===== src/rdsc_pkg.sv =====
`default_nettype none

package rdsc_pkg;

   localparam int VALUE_WIDTH = 64;
   localparam int MAX_RADIX   = 16;
   localparam int ALPHA_SLOTS = 16;
   localparam int RADIX_CAP   = (MAX_RADIX < ALPHA_SLOTS) ? MAX_RADIX : ALPHA_SLOTS;
   localparam int RADIX_W     = 5;
   localparam int DIGIT_W     = $clog2(ALPHA_SLOTS);
   localparam int CHAR_W      = 8;

   localparam int STORE_DEPTH = 64;
   localparam int STORE_AW    = $clog2(STORE_DEPTH);
   localparam int CNT_W       = $clog2(STORE_DEPTH + 1);

   // The divider retires this many quotient bits per cycle.
   localparam int STEP_BITS = 8;
   localparam int STEPS     = (VALUE_WIDTH + STEP_BITS - 1) / STEP_BITS;
   localparam int QUOT_W    = STEPS * STEP_BITS;
   localparam int BCNT_W    = (STEPS > 1) ? $clog2(STEPS) : 1;

   localparam logic [CHAR_W-1:0] CHAR_PLUS  = 8'h2B;
   localparam logic [CHAR_W-1:0] CHAR_MINUS = 8'h2D;
   localparam logic [CHAR_W-1:0] CHAR_ZERO  = 8'h30;

   typedef enum logic [1:0] {
      STATUS_OK           = 2'd0,
      STATUS_BAD_ALPHABET = 2'd1,
      STATUS_BAD_RADIX    = 2'd2
   } status_type;

   typedef enum logic [1:0] {
      CSR_ALPHABET_LOW  = 2'd0,
      CSR_ALPHABET_HIGH = 2'd1,
      CSR_BASE_LENGTH   = 2'd2
   } csr_index_type;

   typedef enum logic [2:0] {
      ST_IDLE,
      ST_CHECK,
      ST_DIVIDE,
      ST_EMIT_RD,
      ST_EMIT_PUT
   } state_type;

   typedef enum logic [1:0] {
      OUT_ERR_RADIX,
      OUT_ERR_ALPHABET,
      OUT_ZERO,
      OUT_DIGIT
   } out_sel_type;

   typedef struct packed {
      logic        load;
      logic        div_step;
      logic        set_ptr;
      logic        dec_ptr;
      logic        push;
      out_sel_type sel;
   } ctrl_cmd_type;

   typedef struct packed {
      logic radix_low;
      logic alpha_bad;
      logic value_zero;
      logic step_last;
      logic digit_final;
      logic ptr_zero;
      logic out_free;
   } dp_status_type;

endpackage

`default_nettype wire


===== src/radix_digit_string_converter.sv =====
`default_nettype none

// Channel   Direction  Handshake            Payload
// req_      in         req_valid/req_stall  req_number_in
// rsp_      out        rsp_valid/rsp_stall  rsp_digit_char, rsp_last_digit, rsp_convert_status
// csr_      in         csr_valid/csr_ready  csr_index, csr_wdata
//
// An item that ends in an error or is zero is answered from the check state. Otherwise
// the divider works out each digit in turn (8 quotient bits per cycle through one
// compare-subtract chain), and emission reads each digit back (registered digit
// store read) and puts it out once the output is free.
// Reset is synchronous and clears control state and the configuration.
// The next item is accepted while the final result still waits in rsp_.

module radix_digit_string_converter
   import rdsc_pkg::*;
(
   input  wire logic                   clock,
   input  wire logic                   reset,
   input  wire logic                   req_valid,
   output logic                        req_stall,
   input  wire logic [VALUE_WIDTH-1:0] req_number_in,
   output logic                        rsp_valid,
   input  wire logic                   rsp_stall,
   output logic [CHAR_W-1:0]           rsp_digit_char,
   output logic                        rsp_last_digit,
   output logic [1:0]                  rsp_convert_status,
   input  wire logic                   csr_valid,
   output logic                        csr_ready,
   input  wire logic [1:0]             csr_index,
   input  wire logic [63:0]            csr_wdata
);

   ctrl_cmd_type  cmd;
   dp_status_type status;

   assign csr_ready = 1'b1;

   rdsc_ctrl u_ctrl (
      .clock     (clock),
      .reset     (reset),
      .req_valid (req_valid),
      .req_stall (req_stall),
      .status    (status),
      .cmd       (cmd)
   );

   rdsc_dp u_dp (
      .clock              (clock),
      .reset              (reset),
      .cmd                (cmd),
      .status             (status),
      .csr_write          (csr_valid && csr_ready),
      .csr_index          (csr_index),
      .csr_wdata          (csr_wdata),
      .req_number_in      (req_number_in),
      .rsp_valid          (rsp_valid),
      .rsp_stall          (rsp_stall),
      .rsp_digit_char     (rsp_digit_char),
      .rsp_last_digit     (rsp_last_digit),
      .rsp_convert_status (rsp_convert_status)
   );

   // An error result is always a lone, empty item.
   assert property (@(posedge clock) disable iff (reset)
      rsp_valid && rsp_convert_status != STATUS_OK |-> rsp_digit_char == '0 && rsp_last_digit)
      else $error("error result carries a character or is not marked last");

   // Once an item is taken the block is busy with it.
   assert property (@(posedge clock) disable iff (reset)
      req_valid && !req_stall |=> req_stall)
      else $error("input accepted again right after an item");

   assert property (@(posedge clock) disable iff (reset)
      rsp_valid |-> rsp_convert_status == STATUS_OK ||
                    rsp_convert_status == STATUS_BAD_ALPHABET ||
                    rsp_convert_status == STATUS_BAD_RADIX)
      else $error("undefined status code on result");

endmodule

`default_nettype wire


===== src/rdsc_ctrl.sv =====
`default_nettype none

module rdsc_ctrl
   import rdsc_pkg::*;
(
   input  wire logic          clock,
   input  wire logic          reset,
   input  wire logic          req_valid,
   output logic               req_stall,
   input  wire dp_status_type status,
   output ctrl_cmd_type       cmd
);

   state_type state_ff;
   state_type state_in;

   always_ff @(posedge clock) begin
      if (reset) begin
         state_ff <= ST_IDLE;
      end else begin
         state_ff <= state_in;
      end
   end

   always_comb begin
      state_in  = state_ff;
      cmd       = '0;
      cmd.sel   = OUT_DIGIT;
      req_stall = 1'b1;
      case (state_ff)
         ST_IDLE: begin
            req_stall = 1'b0;
            if (req_valid) begin
               cmd.load = 1'b1;
               state_in = ST_CHECK;
            end
         end
         ST_CHECK: begin
            // The radix check takes precedence over the alphabet check.
            if (status.radix_low || status.alpha_bad || status.value_zero) begin
               if (status.out_free) begin
                  cmd.push = 1'b1;
                  if (status.radix_low) begin
                     cmd.sel = OUT_ERR_RADIX;
                  end else if (status.alpha_bad) begin
                     cmd.sel = OUT_ERR_ALPHABET;
                  end else begin
                     cmd.sel = OUT_ZERO;
                  end
                  state_in = ST_IDLE;
               end
            end else begin
               state_in = ST_DIVIDE;
            end
         end
         ST_DIVIDE: begin
            cmd.div_step = 1'b1;
            if (status.step_last && status.digit_final) begin
               cmd.set_ptr = 1'b1;
               state_in    = ST_EMIT_RD;
            end
         end
         ST_EMIT_RD: begin
            state_in = ST_EMIT_PUT;
         end
         ST_EMIT_PUT: begin
            if (status.out_free) begin
               cmd.push = 1'b1;
               cmd.sel  = OUT_DIGIT;
               if (status.ptr_zero) begin
                  state_in = ST_IDLE;
               end else begin
                  cmd.dec_ptr = 1'b1;
                  state_in    = ST_EMIT_RD;
               end
            end
         end
         default: begin
            state_in = ST_IDLE;
         end
      endcase
   end

endmodule

`default_nettype wire


===== src/rdsc_dp.sv =====
`default_nettype none

module rdsc_dp
   import rdsc_pkg::*;
(
   input  wire logic                   clock,
   input  wire logic                   reset,
   input  wire ctrl_cmd_type           cmd,
   output dp_status_type               status,
   input  wire logic                   csr_write,
   input  wire logic [1:0]             csr_index,
   input  wire logic [63:0]            csr_wdata,
   input  wire logic [VALUE_WIDTH-1:0] req_number_in,
   output logic                        rsp_valid,
   input  wire logic                   rsp_stall,
   output logic [CHAR_W-1:0]           rsp_digit_char,
   output logic                        rsp_last_digit,
   output logic [1:0]                  rsp_convert_status
);

   logic [63:0]        alpha_low_ff;
   logic [63:0]        alpha_high_ff;
   logic [RADIX_W-1:0] base_len_ff;

   logic [ALPHA_SLOTS*CHAR_W-1:0] alpha_vec;
   logic [RADIX_W-1:0]            radix;
   logic                          alpha_bad;

   logic [QUOT_W-1:0]   quot_ff;
   logic [QUOT_W-1:0]   quot_in;
   logic [DIGIT_W-1:0]  rem_ff;
   logic [DIGIT_W-1:0]  rem_v;
   logic [STEP_BITS-1:0] qbyte;
   logic [BCNT_W-1:0]   bcnt_ff;
   logic [CNT_W-1:0]    cnt_ff;
   logic [STORE_AW-1:0] ptr_ff;
   logic                step_last;

   logic [DIGIT_W-1:0] digit_mem [STORE_DEPTH];
   logic [DIGIT_W-1:0] rd_data_ff;

   logic              rsp_valid_ff;
   logic [CHAR_W-1:0] rsp_char_ff;
   logic              rsp_last_ff;
   status_type        rsp_status_ff;
   logic              out_free;

   always_ff @(posedge clock) begin
      if (reset) begin
         alpha_low_ff  <= '0;
         alpha_high_ff <= '0;
         base_len_ff   <= '0;
      end else if (csr_write) begin
         case (csr_index)
            CSR_ALPHABET_LOW:  alpha_low_ff  <= csr_wdata;
            CSR_ALPHABET_HIGH: alpha_high_ff <= csr_wdata;
            CSR_BASE_LENGTH:   base_len_ff   <= csr_wdata[RADIX_W-1:0];
            default: begin
            end
         endcase
      end
   end

   assign alpha_vec = {alpha_high_ff, alpha_low_ff};
   assign radix     = (base_len_ff > RADIX_W'(RADIX_CAP)) ? RADIX_W'(RADIX_CAP) : base_len_ff;

   // Only the characters in use take part: no sign character, no duplicate.
   always_comb begin
      alpha_bad = 1'b0;
      for (int i = 0; i < ALPHA_SLOTS; i++) begin
         if (RADIX_W'(i) < radix) begin
            if (alpha_vec[i*CHAR_W +: CHAR_W] == CHAR_PLUS ||
                alpha_vec[i*CHAR_W +: CHAR_W] == CHAR_MINUS) begin
               alpha_bad = 1'b1;
            end
            for (int j = i + 1; j < ALPHA_SLOTS; j++) begin
               if (RADIX_W'(j) < radix &&
                   alpha_vec[j*CHAR_W +: CHAR_W] == alpha_vec[i*CHAR_W +: CHAR_W]) begin
                  alpha_bad = 1'b1;
               end
            end
         end
      end
   end

   // Restoring division by the radix, one top byte of the quotient per cycle.
   // The byte of quotient bits shifts in at the bottom, so after the last step of a
   // digit the register holds the full quotient again.
   always_comb begin
      logic [DIGIT_W:0]     t;
      logic [STEP_BITS-1:0] top;
      top   = quot_ff[QUOT_W-1 -: STEP_BITS];
      rem_v = rem_ff;
      qbyte = '0;
      t     = '0;
      for (int k = STEP_BITS - 1; k >= 0; k--) begin
         t = {rem_v, top[k]};
         if (t >= (DIGIT_W+1)'(radix)) begin
            qbyte[k] = 1'b1;
            rem_v    = DIGIT_W'(t - (DIGIT_W+1)'(radix));
         end else begin
            rem_v = t[DIGIT_W-1:0];
         end
      end
      quot_in = QUOT_W'({quot_ff, qbyte});
   end

   assign step_last = (bcnt_ff == BCNT_W'(STEPS - 1));

   always_ff @(posedge clock) begin
      if (cmd.load) begin
         quot_ff <= QUOT_W'(req_number_in);
         rem_ff  <= '0;
      end else if (cmd.div_step) begin
         quot_ff <= quot_in;
         rem_ff  <= step_last ? '0 : rem_v;
      end
   end

   always_ff @(posedge clock) begin
      if (reset) begin
         bcnt_ff <= '0;
         cnt_ff  <= '0;
         ptr_ff  <= '0;
      end else begin
         if (cmd.load) begin
            bcnt_ff <= '0;
            cnt_ff  <= '0;
         end else if (cmd.div_step) begin
            bcnt_ff <= step_last ? '0 : bcnt_ff + 1'b1;
            if (step_last) begin
               cnt_ff <= cnt_ff + 1'b1;
            end
         end
         if (cmd.set_ptr) begin
            ptr_ff <= cnt_ff[STORE_AW-1:0];
         end else if (cmd.dec_ptr) begin
            ptr_ff <= ptr_ff - 1'b1;
         end
      end
   end

   always_ff @(posedge clock) begin
      if (cmd.div_step && step_last) begin
         digit_mem[cnt_ff[STORE_AW-1:0]] <= rem_v;
      end
      rd_data_ff <= digit_mem[ptr_ff];
   end

   assign out_free = !rsp_valid_ff || !rsp_stall;

   always_ff @(posedge clock) begin
      if (reset) begin
         rsp_valid_ff <= 1'b0;
      end else if (cmd.push) begin
         rsp_valid_ff <= 1'b1;
      end else if (!rsp_stall) begin
         rsp_valid_ff <= 1'b0;
      end
   end

   always_ff @(posedge clock) begin
      if (cmd.push) begin
         case (cmd.sel)
            OUT_ERR_RADIX: begin
               rsp_char_ff   <= '0;
               rsp_last_ff   <= 1'b1;
               rsp_status_ff <= STATUS_BAD_RADIX;
            end
            OUT_ERR_ALPHABET: begin
               rsp_char_ff   <= '0;
               rsp_last_ff   <= 1'b1;
               rsp_status_ff <= STATUS_BAD_ALPHABET;
            end
            OUT_ZERO: begin
               rsp_char_ff   <= CHAR_ZERO;
               rsp_last_ff   <= 1'b1;
               rsp_status_ff <= STATUS_OK;
            end
            OUT_DIGIT: begin
               rsp_char_ff   <= alpha_vec[{rd_data_ff, 3'b000} +: CHAR_W];
               rsp_last_ff   <= (ptr_ff == '0);
               rsp_status_ff <= STATUS_OK;
            end
            default: begin
               rsp_char_ff   <= '0;
               rsp_last_ff   <= 1'b1;
               rsp_status_ff <= STATUS_BAD_RADIX;
            end
         endcase
      end
   end

   assign rsp_valid          = rsp_valid_ff;
   assign rsp_digit_char     = rsp_char_ff;
   assign rsp_last_digit     = rsp_last_ff;
   assign rsp_convert_status = rsp_status_ff;

   assign status.radix_low   = (radix < RADIX_W'(2));
   assign status.alpha_bad   = alpha_bad;
   assign status.value_zero  = (quot_ff == '0);
   assign status.step_last   = step_last;
   assign status.digit_final = (quot_in == '0) || (cnt_ff == CNT_W'(STORE_DEPTH - 1));
   assign status.ptr_zero    = (ptr_ff == '0);
   assign status.out_free    = out_free;

endmodule

`default_nettype wire


===== config.mk =====
export PLATFORM = sky130hd
export DESIGN_NAME = radix_digit_string_converter
export DESIGN_NICKNAME = d
export VERILOG_FILES = /design/src/rdsc_pkg.sv /design/src/radix_digit_string_converter.sv /design/src/rdsc_ctrl.sv /design/src/rdsc_dp.sv
export SDC_FILE = /design/constraint.sdc
export NUM_CORES = 2
export LEC_CHECK = 0
export BUFFER_PORTS_ARGS = -buffer_cell sky130_fd_sc_hd__buf_2
export CORE_AREA = 8 8 249 251
export CTS_CLUSTER_SIZE = 12
export DETAILED_ROUTE_END_ITERATION = 8
export DIE_AREA = 0 0 257 259
export PLACE_DENSITY = 0.87
export SYNTH_ARGS = -nofsm -noshare
export SYNTH_HDL_FRONTEND = slang
export SYNTH_SLANG_ARGS = --single-unit

===== constraint.sdc =====
create_clock -name clock -period 18.9 [get_ports clock]
set_input_delay 3.78 -clock clock [delete_from_list [all_inputs] [get_ports clock]]
set_output_delay 3.78 -clock clock [all_outputs]
set_load 0.1 [all_outputs]

# Word-level counts from Yosys, hierarchy flattened
# Memory sizes are Yosys's and may differ from the RTL's. A register that Yosys moved wholly into a read port is not among the register bits.
# Index checks and enable logic that the tools add are counted.
[word_totals]
mem_bits_rw = 256
elab_cells = 583
input_bits = 135
output_inout_bits = 14
memories = 1
regBits = 232
[classes]
n_reduce_logical = 161
n_mux = 202
n_addsub = 11
n_lt_le_gt_ge = 26
shifts = 1
n_eq_ne = 168
[mem_list]
columns = ["name", "depth", "word_bits", "rd", "rd_clocked_by_memory_dff", "wr", "line", "rtl"]
rows = [
  ["u_dp.digit_mem", 64, 4, 1, 1, 1, "rdsc_dp.sv:39", "logic [DIGIT_W-1:0] digit_mem [STORE_DEPTH];"],
]
[ops]
columns = ["op", "count"]
rows = [
  ["8-bit equality test", 120],
  ["8-bit by 6-bit equality test with 1-bit output, second input constant", 32],
  ["1-bit two-way mux", 170],
  ["64-bit logical NOT", 2],
  ["64-bit two-way mux", 2],
  ["128-bit by 8-bit variable part select with 8-bit output", 1],
  ["1-bit logical AND", 122],
  ["5-bit >= comparator", 8],
  ["4-bit by 5-bit less-than comparator with 1-bit output, first input constant", 8],
  ["4-bit two-way mux", 10],
  ["4-bit subtractor", 8],
  ["3-bit two-way mux", 8],
  ["8-bit one-hot mux with 3 select lines", 1],
  ["1-bit logical OR", 20],
  ["3-bit by 5-bit less-than comparator with 1-bit output, first input constant", 4],
  ["3-bit one-hot mux with 5 select lines", 1],
  ["6-bit two-way mux", 2],
  ["1-bit by 5-bit less-than comparator with 1-bit output, first input constant", 2],
  ["2-bit by 5-bit less-than comparator with 1-bit output, first input constant", 2],
  ["2-bit two-way mux", 4],
  ["2-bit AND reduction", 4],
  ["7-bit by 1-bit adder with 7-bit output, second input constant", 1],
  ["7-bit by 6-bit equality test with 1-bit output, second input constant", 1],
  ["2-bit equality test, second input constant", 3],
  ["23 further kinds", 33],
]

# Depth between registers and ports, before layout
[logic_depth]
ltp_word = 163
mapped_depth = 70
mapped_depth_nobuf = 66

# By module
# Synthesis repeated with hierarchy kept, for this count alone.
[hier_totals]
cells_unflattened = 3375
hier_area_um2 = 34812.1
[by_module_without_submodules]
columns = ["module", "cells_each", "area_each_um2", "n_inst", "seq_area_each_um2"]
rows = [
  ["rdsc_dp", 3334, 34525.6, 1, 13102.6],
  ["rdsc_ctrl", 39, 275.3, 1, 60.1],
  ["radix_digit_string_converter", 2, 11.3, 1, 0.0],
]

# Least setup slack after synthesis
# OpenSTA, ideal clock, no wires.
[synth_timing]
path_kind = "flip-flop to flip-flop"
start = "register u_dp.base_len_ff[4]"
end = "memory u_dp.digit_mem[0][1] in the netlist's numbering, data pin"
setup_time_ns = 0.569
synth_period_minus_slack_ns = 14.166
arrival_time_ns = 13.597
setup_slack_ns = 4.734
path_buffers = 5
stages_incl_launch_ff = 68
t_required_ns = 18.331
cell_sequence = "dfxtp_1 > buf_2 > buf_2 > buf_1 > nor2b_1 > ha_1 > nor2b_1 > o21ai_1 > a31oi_1 > o21ai_0 > nand2b_1 > buf_2 > mux2i_1 > ha_1 > a21o_1 > a21o_1 > a21o_1 > a21o_1 > [... 32 more ...] > clkbuf_1 > mux2_2 > inv_1 > ha_1 > nor2b_1 > o21ai_0 > a31oi_1 > o21ai_0 > nand2b_1 > o21ai_0 > inv_1 > ha_1 > a21o_1 > a21o_1 > a21oi_1 > nor2_1 > nor2_1 > mux2i_1"
[synth_between]
elab_chain_len = 18
word_cells_on_any_way = 26
cone_classes = "add/sub (8); order compare (9); mux (9)"
[synth_rtl]
columns = ["element", "line", "rtl"]
rows = [
  ["start, declared", "rdsc_dp.sv:23", "logic [RADIX_W-1:0] base_len_ff;"],
  ["start signal, assigned", "rdsc_dp.sv:57", "CSR_BASE_LENGTH: base_len_ff <= csr_wdata[RADIX_W-1:0];"],
  ["5-bit greater-than comparator", "rdsc_dp.sv:65", "assign radix = (base_len_ff > RADIX_W'(RADIX_CAP)) ? RADIX_W'(RADIX_CAP) : base_len_ff;"],
  ["5-bit two-way mux (*)", "rdsc_dp.sv:65", ""],
  ["4-bit subtractor / 5-bit >= comparator (equally long branches)", "rdsc_dp.sv:100, rdsc_dp.sv:98", ""],
  ["4-bit two-way mux", "rdsc_dp.sv:98", "if (t >= (DIGIT_W+1)'(radix)) begin"],
  ["4-bit subtractor / 5-bit >= comparator (equally long branches)", "rdsc_dp.sv:100, rdsc_dp.sv:98", ""],
  ["4-bit two-way mux", "rdsc_dp.sv:98", ""],
  ["4-bit subtractor / 5-bit >= comparator (equally long branches)", "rdsc_dp.sv:100, rdsc_dp.sv:98", ""],
  ["4-bit two-way mux", "rdsc_dp.sv:98", ""],
  ["[... 3 more ...]", "n/a", ""],
  ["4-bit two-way mux", "rdsc_dp.sv:98", ""],
  ["4-bit subtractor / 5-bit >= comparator (equally long branches)", "rdsc_dp.sv:100, rdsc_dp.sv:98", ""],
  ["4-bit two-way mux", "rdsc_dp.sv:98", ""],
  ["5-bit >= comparator / 4-bit subtractor (equally long branches)", "rdsc_dp.sv:98, rdsc_dp.sv:100", ""],
  ["4-bit two-way mux", "rdsc_dp.sv:98", ""],
  ["4-bit subtractor / 5-bit >= comparator (equally long branches)", "rdsc_dp.sv:100, rdsc_dp.sv:98", ""],
  ["4-bit two-way mux (*)", "rdsc_dp.sv:98", ""],
  ["named net u_dp.rem_v[1]", "rdsc_dp.sv:32", "logic [DIGIT_W-1:0] rem_v;"],
  ["end, declared", "rdsc_dp.sv:39", ""],
]
# The timed path passes the listed nets; every way through them passes the cells marked *.

# Final worst setup path
[layout_timing]
start = "register u_dp.base_len_ff[4]"
end = "memory u_dp.digit_mem[4][1] in the netlist's numbering, data pin"
# The elaborated chain is that of the path after synthesis.

==> reports/qor.csv <==
metric,value,unit
outcome,"finished, violations left",
violations,DRC,
ant_nets,0,
post_cts_buffers,0,
cts.sinks,492,
hold_viol_final,0,
layout_commonest_cell,xnor2_1,
cts_buffer_depth,3,
first_pass_iters,9,
crit_fanout,53,
grt_pass1_wl,174000,um
cts_tree,done,
post_cts_resized,0,
worstMarginPinSlew,1.30,ns
seq_area_frac_synth,0.381,
netlist.area_leader.share,0.288,
setup_tns,0,ns
drc,1,
critPathArrivalTime,15.24,ns
critPathBufInv,8,
layout_common_cells,"xnor2_1, nand2_1, edfxtp_1",
grt_pass1_vias,28394,
vias_per_cell,6.79,
max_cap_violations,0,
synth_cells,3476,
slew_viol_final,0,
path_common_cell,a21o_1,
clk_pin_slew_worst_paths,0.07,ns
relSlewSlack,0.134,
hold_path.class,reg -> reg,
synth_area_leaders,"edfxtp_1, xnor2_1, dfxtp_1",
finalCritPeriodShare,0.788,
avgSynthCellArea,9.94,sq um
critical_path.startpoint_type,flip-flop,
track_usage,0.338,
die_h,259,um
portBuffers,147,
drive_above_1_share,0.147,
max_freq,0.0671,GHz
synth_top_cell_by_area,edfxtp_1,
cp-end-kind,flip-flop,
root_buffer,clkbuf_16,
start_util,0.593,
hold_buffers,0,
clock_latency,0.67,ns
synth-seq-cells,492,
area_growth,7.46,%
syn_nets,3664,
core,58200,sq um
setup_violations,0,
synth_edf_count,331,
criticalPathCategory,reg -> reg,
hpwl,71000,um
totalWireLength,117000,um
fp.dieArea,66600,sq um
routedWlPerCell,27.3,um
fin_skew,0.0777,ns
synth_cell_types,73,
grt_antenna_before_repair,9,
worstPathRequired,19.24,ns
cp_slowest_cell,nor2b_1,
die_x,257,um
finalNetCount,3641,
core.rowCount,89,
drt_iter0_markers,4678,
num_vias,29026,
place_congestion,1.07,
async_reset_ff_frac,0,
gr-total-overflow,0,
cp_top_family,compound AO/OA/AOI/OAI gates,
period_needed,14.90,ns
max_stage_delay,0.70,ns
syn_area,34500,sq um
htreeDepth,2,
cts_buffers,49,
grt_max_degree,79,
ios,149,
synth_warnings,0,
synth_flop_cell,edfxtp_1,
rsz0062_at_grt,false,
kinds of logic after synthesis:
| family | synth area share |
|---|---|
| simple gates | 0.151 |
| xor+xnor | 0.253 |
| flops | 0.381 |
| buf+inv | 0.0555 |
| compound gates | 0.0516 |
| mux | 0.0872 |
| fa+ha+maj | 0.0209 |
| other cells | 0.000109 |
registers in the layout, indices dropped and copies added (netlist names):
name,flops
u_dp.cnt_ff,7
u_dp.rsp_valid,1
u_dp.rd_data_ff,4
u_dp.digit_mem,256
u_dp.rem_ff,4
u_dp.alpha_low_ff,64
u_dp.rsp_digit_char,8
u_ctrl.state_ff,3
u_dp.ptr_ff,6
u_dp.rsp_last_digit,1
u_dp.quot_ff,64
u_dp.rsp_convert_status,2
u_dp.alpha_high_ff,64
u_dp.base_len_ff,5
u_dp.bcnt_ff,3
layer usage:
layer,global-route usage,share of wire,up-vias
li1,-,-,12006
met1,0.394,0.33,13659
met2,0.530,0.45,2555
met3,0.118,0.15,798
met4,0.212,0.079,8
met5,0.00365,0.00083,-
synth_stat cells, types with 3 or more instances:
cell type  number
or4_1           4
nand2b_1       11
a21oi_1       159
a31oi_1        41
and2_1          4
o21a_1          3
edfxtp_1      331
mux2_2         21
fa_1            8
a221oi_1        5
a21o_1         16
o21ai_1         5
nand3b_1        8
xor2_1        289
nor4b_1         7
inv_1          38
and3_1          3
nor2_1        126
xnor2_1       707
o21ai_0        22
nand3_1        29
or2_2           4
nand4_1       175
o31ai_1         5
and4_1          3
a41oi_1         7
ha_1           45
nor3_1         74
mux2i_1        22
nand2_1       462
or2_1           3
nor2b_1        21
buf_4          14
buf_1          17
clkbuf_1       77
nor4_1        109
a22oi_1         4
nand4b_1        9
mux4_2        113
a311oi_1        3
dfxtp_1       161
buf_2         258
or3b_2          3
or3_1           9
worst reg2reg max path: cells and delay by family (launching register included):
family / cells / cell delay, ns
AOI/OAI and AO/OA: 26 / 5.16
muxes: 7 / 2.52
adders and majority gates: 8 / 2.45
DFF: 1 / 0.32
buffers and inverters: 8 / 1.24
and+or+nand+nor: 15 / 2.89
layout make-up:
cell class / count / area [sq um]
multi-input cells: 2577 / 19500
inverters: 39 / 146
diodes: 6 / 15.0
clock buffers: 82 / 1370
fillers: 4343 / 21100
flip-flops and latches: 492 / 13200
well taps: 773 / 967
clock inverters: 9 / 115
repair buffers: 294 / 1840
stage by stage:
stage | setup slack, ns | utilization | hold slack (ns) | std cells | instance area (sq um)
CTS | 4.22 | 0.637 | 0.459 | 4266 | 37100
floorplan | 4.73 | - | 0.432 | 3476 | 34500
global placement | 4.79 | 0.612 | 0.443 | 4175 | 35600
detailed placement | 4.47 | 0.612 | 0.451 | 4175 | 35600
finish | 4.00 | 0.637 | 0.459 | 4272 | 37100
global route | 2.73 | 0.637 | 0.475 | 4266 | 37100
final timing paths:
path / from / end / slack, ns / cells past startpoint
setup / recovery: u_dp.base_len_ff[4] / u_dp.digit_mem[4][1] / 4.00 / 64
hold / removal: u_dp.alpha_low_ff[53] / u_dp.alpha_low_ff[53] / 0.46 / 2
setup reg to reg: u_dp.base_len_ff[4] / u_dp.digit_mem[4][1] / 4.00 / 64
hold reg to reg: u_dp.alpha_low_ff[53] / u_dp.alpha_low_ff[53] / 0.46 / 2
Power is not shown: default switching activity piles up to over one toggle a cycle in this logic, so the estimate is an artifact.
